$ cat src/bclru_pkg.sv
package bclru_pkg;

  localparam int unsigned PC_W        = 64;
  localparam int unsigned STAMP_W     = 64;
  localparam int unsigned CNT_W       = 32;
  localparam int unsigned SLOT_W      = 6;
  localparam int unsigned ENTRY_W     = CNT_W + STAMP_W + PC_W;
  localparam int unsigned IN_TDATA_W  = 64;
  localparam int unsigned OUT_FIELD_W = SLOT_W + 1 + 1 + PC_W + CNT_W + 1;
  localparam int unsigned OUT_TDATA_W = ((OUT_FIELD_W + 7) / 8) * 8;

  localparam logic [CNT_W-1:0] CNT_MAX = '1;

  typedef enum logic [1:0] {
    SRC_RECENT,
    SRC_PROBE_HIT,
    SRC_PROBE_EMPTY,
    SRC_SCAN
  } src_e;

  typedef enum logic [1:0] {
    RD_RECENT,
    RD_PROBE,
    RD_FIRST,
    RD_SCAN
  } rd_sel_e;

  typedef struct packed {
    logic    clear_wr;
    logic    accept;
    logic    rd_en;
    rd_sel_e rd_sel;
    logic    ld_home;
    logic    probe_adv;
    logic    scan_start;
    logic    scan_eval;
    logic    commit;
    logic    bad;
    src_e    src;
  } cmd_t;

  typedef struct packed {
    logic clear_last;
    logic pc_zero;
    logic recent_valid;
    logic mod_done;
    logic tag_empty;
    logic tag_match;
    logic probe_last;
    logic scan_stop;
    logic out_free;
  } sts_t;

endpackage

$ cat src/bclru_ctrl.sv
module bclru_ctrl
  import bclru_pkg::*;
(
  input  logic clk_i,
  input  logic rst_ni,
  input  logic in_valid_i,
  output logic in_ready_o,
  input  sts_t sts_i,
  output cmd_t cmd_o
);

  typedef enum logic [3:0] {
    ST_CLEAR,
    ST_IDLE,
    ST_RD_RECENT,
    ST_CMP_RECENT,
    ST_MOD_WAIT,
    ST_PROBE_RD,
    ST_PROBE_CMP,
    ST_SCAN_RD0,
    ST_SCAN,
    ST_COMMIT,
    ST_BAD
  } state_e;

  state_e state_q;
  src_e   src_q;

  always_ff @(posedge clk_i or negedge rst_ni) begin
    if (!rst_ni) begin
      state_q <= ST_CLEAR;
      src_q   <= SRC_RECENT;
    end else begin
      unique case (state_q)
        ST_CLEAR: begin
          if (sts_i.clear_last) begin
            state_q <= ST_IDLE;
          end
        end
        ST_IDLE: begin
          if (in_valid_i) begin
            priority if (sts_i.pc_zero) begin
              state_q <= ST_BAD;
            end else if (sts_i.recent_valid) begin
              state_q <= ST_RD_RECENT;
            end else begin
              state_q <= ST_MOD_WAIT;
            end
          end
        end
        ST_RD_RECENT: state_q <= ST_CMP_RECENT;
        ST_CMP_RECENT: begin
          if (sts_i.tag_match) begin
            src_q   <= SRC_RECENT;
            state_q <= ST_COMMIT;
          end else begin
            state_q <= ST_MOD_WAIT;
          end
        end
        ST_MOD_WAIT: begin
          if (sts_i.mod_done) begin
            state_q <= ST_PROBE_RD;
          end
        end
        ST_PROBE_RD: state_q <= ST_PROBE_CMP;
        ST_PROBE_CMP: begin
          priority if (sts_i.tag_empty) begin
            src_q   <= SRC_PROBE_EMPTY;
            state_q <= ST_COMMIT;
          end else if (sts_i.tag_match) begin
            src_q   <= SRC_PROBE_HIT;
            state_q <= ST_COMMIT;
          end else if (sts_i.probe_last) begin
            state_q <= ST_SCAN_RD0;
          end else begin
            state_q <= ST_PROBE_RD;
          end
        end
        ST_SCAN_RD0: state_q <= ST_SCAN;
        ST_SCAN: begin
          if (sts_i.scan_stop) begin
            src_q   <= SRC_SCAN;
            state_q <= ST_COMMIT;
          end
        end
        ST_COMMIT, ST_BAD: begin
          if (sts_i.out_free) begin
            state_q <= ST_IDLE;
          end
        end
        default: state_q <= ST_IDLE;
      endcase
    end
  end

  always_comb begin
    cmd_o        = '0;
    cmd_o.src    = src_q;
    cmd_o.rd_sel = RD_RECENT;
    in_ready_o   = 1'b0;
    unique case (state_q)
      ST_CLEAR: cmd_o.clear_wr = 1'b1;
      ST_IDLE: begin
        in_ready_o   = 1'b1;
        cmd_o.accept = in_valid_i;
      end
      ST_RD_RECENT: begin
        cmd_o.rd_en  = 1'b1;
        cmd_o.rd_sel = RD_RECENT;
      end
      ST_MOD_WAIT: cmd_o.ld_home = sts_i.mod_done;
      ST_PROBE_RD: begin
        cmd_o.rd_en  = 1'b1;
        cmd_o.rd_sel = RD_PROBE;
      end
      ST_PROBE_CMP: begin
        cmd_o.probe_adv = !sts_i.tag_empty && !sts_i.tag_match && !sts_i.probe_last;
      end
      ST_SCAN_RD0: begin
        cmd_o.rd_en      = 1'b1;
        cmd_o.rd_sel     = RD_FIRST;
        cmd_o.scan_start = 1'b1;
      end
      ST_SCAN: begin
        cmd_o.rd_en     = 1'b1;
        cmd_o.rd_sel    = RD_SCAN;
        cmd_o.scan_eval = 1'b1;
      end
      ST_COMMIT: cmd_o.commit = sts_i.out_free;
      ST_BAD: cmd_o.bad = sts_i.out_free;
      default: cmd_o.accept = 1'b0;
    endcase
  end

endmodule

$ cat config.mk
export PLATFORM = sky130hd
export DESIGN_NAME = bclru_ctrl
export DESIGN_NICKNAME = d
export VERILOG_FILES = /design/src/bclru_pkg.sv /design/src/bclru_ctrl.sv
export SDC_FILE = /design/constraint.sdc
export NUM_CORES = 1
export LEC_CHECK = 0
export ABC_AREA = 0
export BUFFER_PORTS_ARGS = -buffer_cell sky130_fd_sc_hd__buf_4
export CORE_MARGIN = 2
export CORE_UTILIZATION = 47
export CTS_CLUSTER_DIAMETER = 200
export DETAILED_ROUTE_END_ITERATION = 6
export PLACE_DENSITY_LB_ADDON = 0.08
export RECOVER_POWER = 50
export SETUP_SLACK_MARGIN = 0.4
export SLEW_MARGIN = 30
export SYNTH_ARGS = -nofsm -noshare
export SYNTH_HDL_FRONTEND = slang
export SYNTH_SLANG_ARGS = --single-unit
export TNS_END_PERCENT = 50
$ cat constraint.sdc
create_clock -name clk_i -period 1.9 [get_ports clk_i]
set_clock_uncertainty 0.15 [all_clocks]
set_input_delay 0.19 -clock clk_i [delete_from_list [all_inputs] [get_ports clk_i]]
set_output_delay 0.19 -clock clk_i [all_outputs]
set_load 0.02 [all_outputs]
==> results.sh, run 1 <==
export IMPL_synth_area_sq_um=687
export IMPL_reg2reg_depth=6
export IMPL_switching_share=0.480
export IMPL_hold_viol=0
export IMPL_synthCells=92
export IMPL_chipWidth_microns=42.2
export IMPL_ys_warn_count=0
export IMPL_yosys_top_cells_area="dfrtp_1, a21oi_1, nor2_1"
export IMPL_async_flop_share=1.00
export IMPL_outcome="finished, final reports clean"
export IMPL_nets=150
export IMPL_yosysSeqAreaShare=0.219
export IMPL_grt_pass1_vias=900
export IMPL_grt_max_degree=15
export IMPL_synth_seq_cells=6
export IMPL_busiest_layer="met2"
export IMPL_htreeDepth=1
export IMPL_max_cap_viol_count=0
export IMPL_rsz0062_at_grt="true"
export IMPL_ant_nets=0
export IMPL_max_slew_margin=0.710
export IMPL_rows=13
export IMPL_fin_crit_sh=0.988
export IMPL_overflow=0
export IMPL_wl_microns=2850
export IMPL_grt_antenna_before_repair=0
export IMPL_p_switching_uw=986
export IMPL_io_pins=26
export IMPL_hold_class="input port to register"
export IMPL_synth_main_ff_cell="dfrtp_1"
export IMPL_intPower_uw=1070
export IMPL_worst_slew_pin_slew_ns=0.429
export IMPL_place_congestion=0.845
export IMPL_cts_root_buf="clkbuf_4"
export IMPL_min_path_cells=2
export IMPL_place_hpwl_microns=1360
export IMPL_worst_setup_path_start_kind="register"
export IMPL_met3_usage=0.0690
export IMPL_seqPwrFrac=0.134
export IMPL_grtUsageTotal=0.315
export IMPL_critPathRequiredTime_ns=1.89
export IMPL_grt_first_pass_wirelength_microns=4170
export IMPL_endpoint_kind="register"
export IMPL_yosys_area_top_type="dfrtp_1"
export IMPL_power_density_nw_per_um2=1710
export IMPL_max_clock_path_buffers=2
export IMPL_cts_tree="done"
export IMPL_synth_edff_count=0
export IMPL_final_layout_size_suffix_gt1_frac=0.551
export IMPL_dieArea_sq_um=1780
export IMPL_peakVddDrop_uv=1050
export IMPL_arrival_ns=1.87
export IMPL_vias=921
export IMPL_drt_iter0_drc=43
export IMPL_path_class="register to register"
export IMPL_insertedDiodeCount=0
export IMPL_cts_buffers=3
export IMPL_finalInstanceArea_sq_um=1200
export IMPL_pwr_share_clk=0.066
export IMPL_drv_slew=0
export IMPL_worstSkewPairLatency_ns=0.26
export IMPL_leakage_uw=0.000525
export IMPL_worstPathMaxFanout=6
export IMPL_clock_fmax_mhz=533
export IMPL_routedWlPerCell_microns=18.9
export IMPL_die_h_microns=42.2
export IMPL_io_buffers=25
export IMPL_numClockSinks=6
export IMPL_synth_distinct_cells=36
export IMPL_clk_pin_slew_ns=0.06
export IMPL_core_area_sq_um=1330
export IMPL_drc=0
export IMPL_post_dp_cell_area_sq_um=952
export IMPL_synth_top_area_frac=0.219
export IMPL_met2_usage=0.535
export IMPL_start_util=0.515
export IMPL_power_frac_comb=0.800
export IMPL_whs_ns=0.0799
export IMPL_fill_cells=60
export IMPL_met1_usage=0.362
export IMPL_drt_pass1_iter_count=4
export IMPL_synthToLayoutAreaGrowth_pct=74.7
export IMPL_viasPerCell=6.10
export IMPL_postSynthAreaPerCell_sq_um=7.47
export IMPL_synth_nets=104
export IMPL_post_route_min_period_ns=1.88
export IMPL_setup_violations=0
==> power groups by stage <==
stage          registers (uW)  logic [uW]  clock network [uW]
5_1_grt                   284        1720                 138
3_5_place_dp              303        1100                   0
2_1_floorplan             237         866                   0
6_report                  276        1640                 135
3_3_place_gp              303        1080                   0
4_1_cts                   267        1520                 129
==> synthesized netlist by cell type, types with 2 or more instances <==
master,number
a31oi_1,2
buf_4,3
buf_6,2
and2b_1,2
dfrtp_1,6
nor3_1,3
a21oi_1,11
nor4_1,2
nand2b_1,5
inv_1,3
or2_2,2
buf_2,3
nor2_1,11
o31ai_1,3
nand2_1,5
nor3b_1,2
mux2_1,2
and3_1,2
o21ai_0,5
o21a_1,2
==> critical path, stage by stage (launching register included) <==
cell,delay (ns)
dfrtp_2,0.45
buf_6,0.15
nor3b_1,0.14
o21ai_1,0.23
o31ai_2,0.12
nor2_2,0.19
mux2_4,0.33
==> flip-flops by register name, indices dropped and copies added (netlist names) <==
register and flops:
src_q 2, state_q 4
==> through the flow <==
step / TNS (ns) / cells / power (uW) / utilization / setup slack, ns
global placement: 0 / 129 / 1380 / 0.714 / 0.108
detailed placement: 0 / 129 / 1400 / 0.714 / 0.0799
floorplan: 0 / 92 / 1100 / - / 0.311
CTS: 0 / 149 / 1910 / 0.884 / 0.114
finish: 0 / 151 / 2050 / 0.900 / 0.0221
global route: -0.0203 / 151 / 2140 / 0.900 / -0.0127
==> cells in the final DEF, fill, tap and decap left out, types with 2 or more instances in the layout <==
cell type	Yosys	layout
mux2_4	0	2
o31ai_1	3	2
clkbuf_1	1	4
nand2b_4	0	2
inv_1	3	2
nand2b_1	5	4
dfrtp_1	6	3
nor2_2	1	2
nor3b_1	2	2
clkbuf_4	0	3
buf_4	3	33
nor2_1	11	10
o21a_1	2	2
nor4_4	0	2
dfrtp_2	0	3
o21ai_1	1	2
o21ai_0	5	4
a21oi_2	0	2
buf_6	2	11
nor3_4	1	3
a21oi_1	11	9
a31oi_1	2	2
nand2_1	5	4
==> worst paths after layout <==
check                      startpoint         end  slack, ns
min                          sts_i[3]    src_q[1]       0.08
min reg2reg                  src_q[0]    src_q[0]       0.44
min in group asynchronous      rst_ni  state_q[0]       0.22
max in group asynchronous      rst_ni  state_q[1]       1.11
max                        state_q[3]  state_q[0]       0.02
max reg2reg                state_q[3]  state_q[0]       0.02
==> per-layer routing <==
metal | vias to the layer above | part of all wire | wire length (microns)
li1 | 412 | - | -
met2 | 53 | 0.51 | 1450
met5 | - | 0 | 0
met1 | 440 | 0.38 | 1090
met4 | 0 | 0.038 | 108
met3 | 16 | 0.073 | 208
==> cells by family (layout without fill, tap and decap cells) <==
| family | after synthesis | in the layout | share of synthesized area |
|---|---|---|---|
| buffers and inverters | 12 | 56 | 0.109 |
| flip-flops | 6 | 6 | 0.219 |
| XOR/XNOR | 1 | 1 | 0.0128 |
| AND/OR/NAND/NOR | 42 | 42 | 0.350 |
| multiplexers | 2 | 2 | 0.0328 |
| AO/OA/AOI/OAI | 29 | 29 | 0.277 |
==> what timing repair did <==
action,CTS,global route
cloned,0,0
pin swaps,8,6
hold endpoints to repair,6,0
resized for setup,22,8
buffers inserted,16,2
hold buffers,1,0
endpoints found under the setup margin,18,18
==> area by class of cell <==
cell class	instances	area, sq um	area share
Clock buffer	3	22.5	0.0188
Sequential cell	6	154	0.128
Multi-Input combinational cell	74	577	0.481
Timing Repair Buffer	50	417	0.347
Inverter	3	11.3	0.00938
Tap cell	15	18.8	0.0156
Power figures use the tool's default switching activity.
==> run 2: changes to the inputs <==
- RECOVER_POWER: 50 -> 25
==> results.sh, run 2 (synthesis gave the netlist of run 1 again) <==
export IMPL_synthToLayoutAreaGrowth_pct=77.2
export IMPL_grt_first_pass_wirelength_microns=4170
export IMPL_post_route_min_period_ns=1.90
export IMPL_nets=150
export IMPL_hold_class="input port to register"
export IMPL_ant_nets=0
export IMPL_setup_violations=0
export IMPL_grt_max_degree=15
export IMPL_clock_fmax_mhz=528
export IMPL_start_util=0.515
export IMPL_fin_crit_sh=0.998
export IMPL_core_area_sq_um=1330
export IMPL_worstSkewPairLatency_ns=0.26
export IMPL_critPathRequiredTime_ns=1.89
export IMPL_cts_buffers=3
export IMPL_numClockSinks=6
export IMPL_viasPerCell=6.26
export IMPL_leakage_uw=0.000536
export IMPL_vias=946
export IMPL_rsz0062_at_grt="true"
export IMPL_grtUsageTotal=0.315
export IMPL_postLayoutCoreUtil=0.913
export IMPL_final_layout_size_suffix_gt1_frac=0.581
export IMPL_largest_reg_flops=4
export IMPL_final_cell_count_no_fill=151
export IMPL_layout_commonest_cell="buf_4"
export IMPL_power_density_nw_per_um2=1720
export IMPL_overflow=0
export IMPL_cts_tree="done"
export IMPL_dp_cells=129
export IMPL_insertedDiodeCount=0
export IMPL_worst_setup_path_start_kind="register"
export IMPL_drv_slew=0
export IMPL_drt_iter0_drc=45
export IMPL_outcome="finished, final reports clean"
export IMPL_place_hpwl_microns=1360
export IMPL_max_cap_viol_count=0
export IMPL_clk_pin_slew_ns=0.05
export IMPL_rows=13
export IMPL_worst_slew_pin_slew_ns=0.345
export IMPL_grt_pass1_vias=900
export IMPL_max_slew_margin=0.770
export IMPL_reg_top3="state_q: 4 flops, src_q: 2 flops"
export IMPL_final_cell_mix="buf_4, buf_6, nor2_1, a21oi_1"
export IMPL_dieArea_sq_um=1780
export IMPL_cts_root_buf="clkbuf_4"
export IMPL_grt_antenna_before_repair=0
export IMPL_io_pins=26
export IMPL_arrival_ns=1.89
export IMPL_htreeDepth=1
export IMPL_largest_register="state_q"
export IMPL_setup_tns_ns=0
export IMPL_io_buffers=25
export IMPL_max_clock_path_buffers=2
export IMPL_peakVddDrop_uv=1050
export IMPL_place_congestion=0.845
export IMPL_die_h_microns=42.2
export IMPL_hold_viol=0
export IMPL_endpoint_kind="register"
export IMPL_worstPathMaxFanout=6
export IMPL_fill_cells=59
export IMPL_routedWlPerCell_microns=18.9
export IMPL_chipWidth_microns=42.2
export IMPL_drt_pass1_iter_count=4
export IMPL_path_class="register to register"
export IMPL_wl_microns=2850
export IMPL_drc=0
run 2: cell types whose count changed in the layout (fill, tap and decap cells not counted), sizes merged:
cell    delta
clkbuf     -3
buf        +3
run 2: cell type report:
type                    instances  area (sq um)  share of cell area
repair buffers                 50           428               0.351
inverters                       3          11.3             0.00925
clock buffers                   3          22.5              0.0185
flip-flops and latches          6           154               0.126
well taps                      15          18.8              0.0154
multi-input cells              74           583               0.479
run 2: what timing repair did:
action                                  in CTS  in global routing
pin swaps                                    8                  6
endpoints found under the setup margin      18                 18
setup buffers                               16                  2
resized for setup                           22                  8
hold buffers                                 1                  0
endpoints found under the hold margin        6                  0
run 2: per-layer routing:
metal / global-route usage / share of wire / up-vias
li1: - / - / 412
met1: 0.362 / 0.39 / 456
met2: 0.535 / 0.50 / 64
met3: 0.0690 / 0.071 / 14
met4: 0.169 / 0.041 / 0
met5: 0 / 0 / -
run 2: metrics by stage:
step	total power, uW	setup WS [ns]	cell area (sq um)	hold slack (ns)
floorplan	1100	0.311	754	-0.256
global placement	1380	0.108	952	-0.153
detailed placement	1400	0.0799	952	-0.152
CTS	1910	0.114	1180	0.0565
global route	2170	-0.0126	1220	0.0805
finish	2090	0.00437	1220	0.0739
run 2: path summary, 6_finish.rpt:
| check | start | end | slack [ns] | cells past startpoint |
|---|---|---|---|---|
| worst max-delay path | state_q[3] | state_q[0] | 0.004 | 6 |
| worst min-delay path | sts_i[3] | src_q[1] | 0.07 | 2 |
| worst max register to register | state_q[3] | state_q[0] | 0.004 | 6 |
| worst min register to register | src_q[0] | src_q[0] | 0.44 | 2 |
| max in group asynchronous | rst_ni | state_q[1] | 1.12 | 2 |
| min in group asynchronous | rst_ni | state_q[0] | 0.21 | 2 |
run 2: critical path, stage by stage (launching register included):
cell,delay [ns]
dfrtp_2,0.45
buf_6,0.15
nor3b_1,0.14
o21ai_1,0.24
o31ai_2,0.12
nor2_2,0.19
mux2_4,0.33
run 2: power breakdown:
group / internal (uW) / switching (uW) / total [uW]
Sequential: 193 / 85.3 / 278
Clock: 72.5 / 61.6 / 134
Combinational: 833 / 845 / 1680
Total: 1100 / 992 / 2090
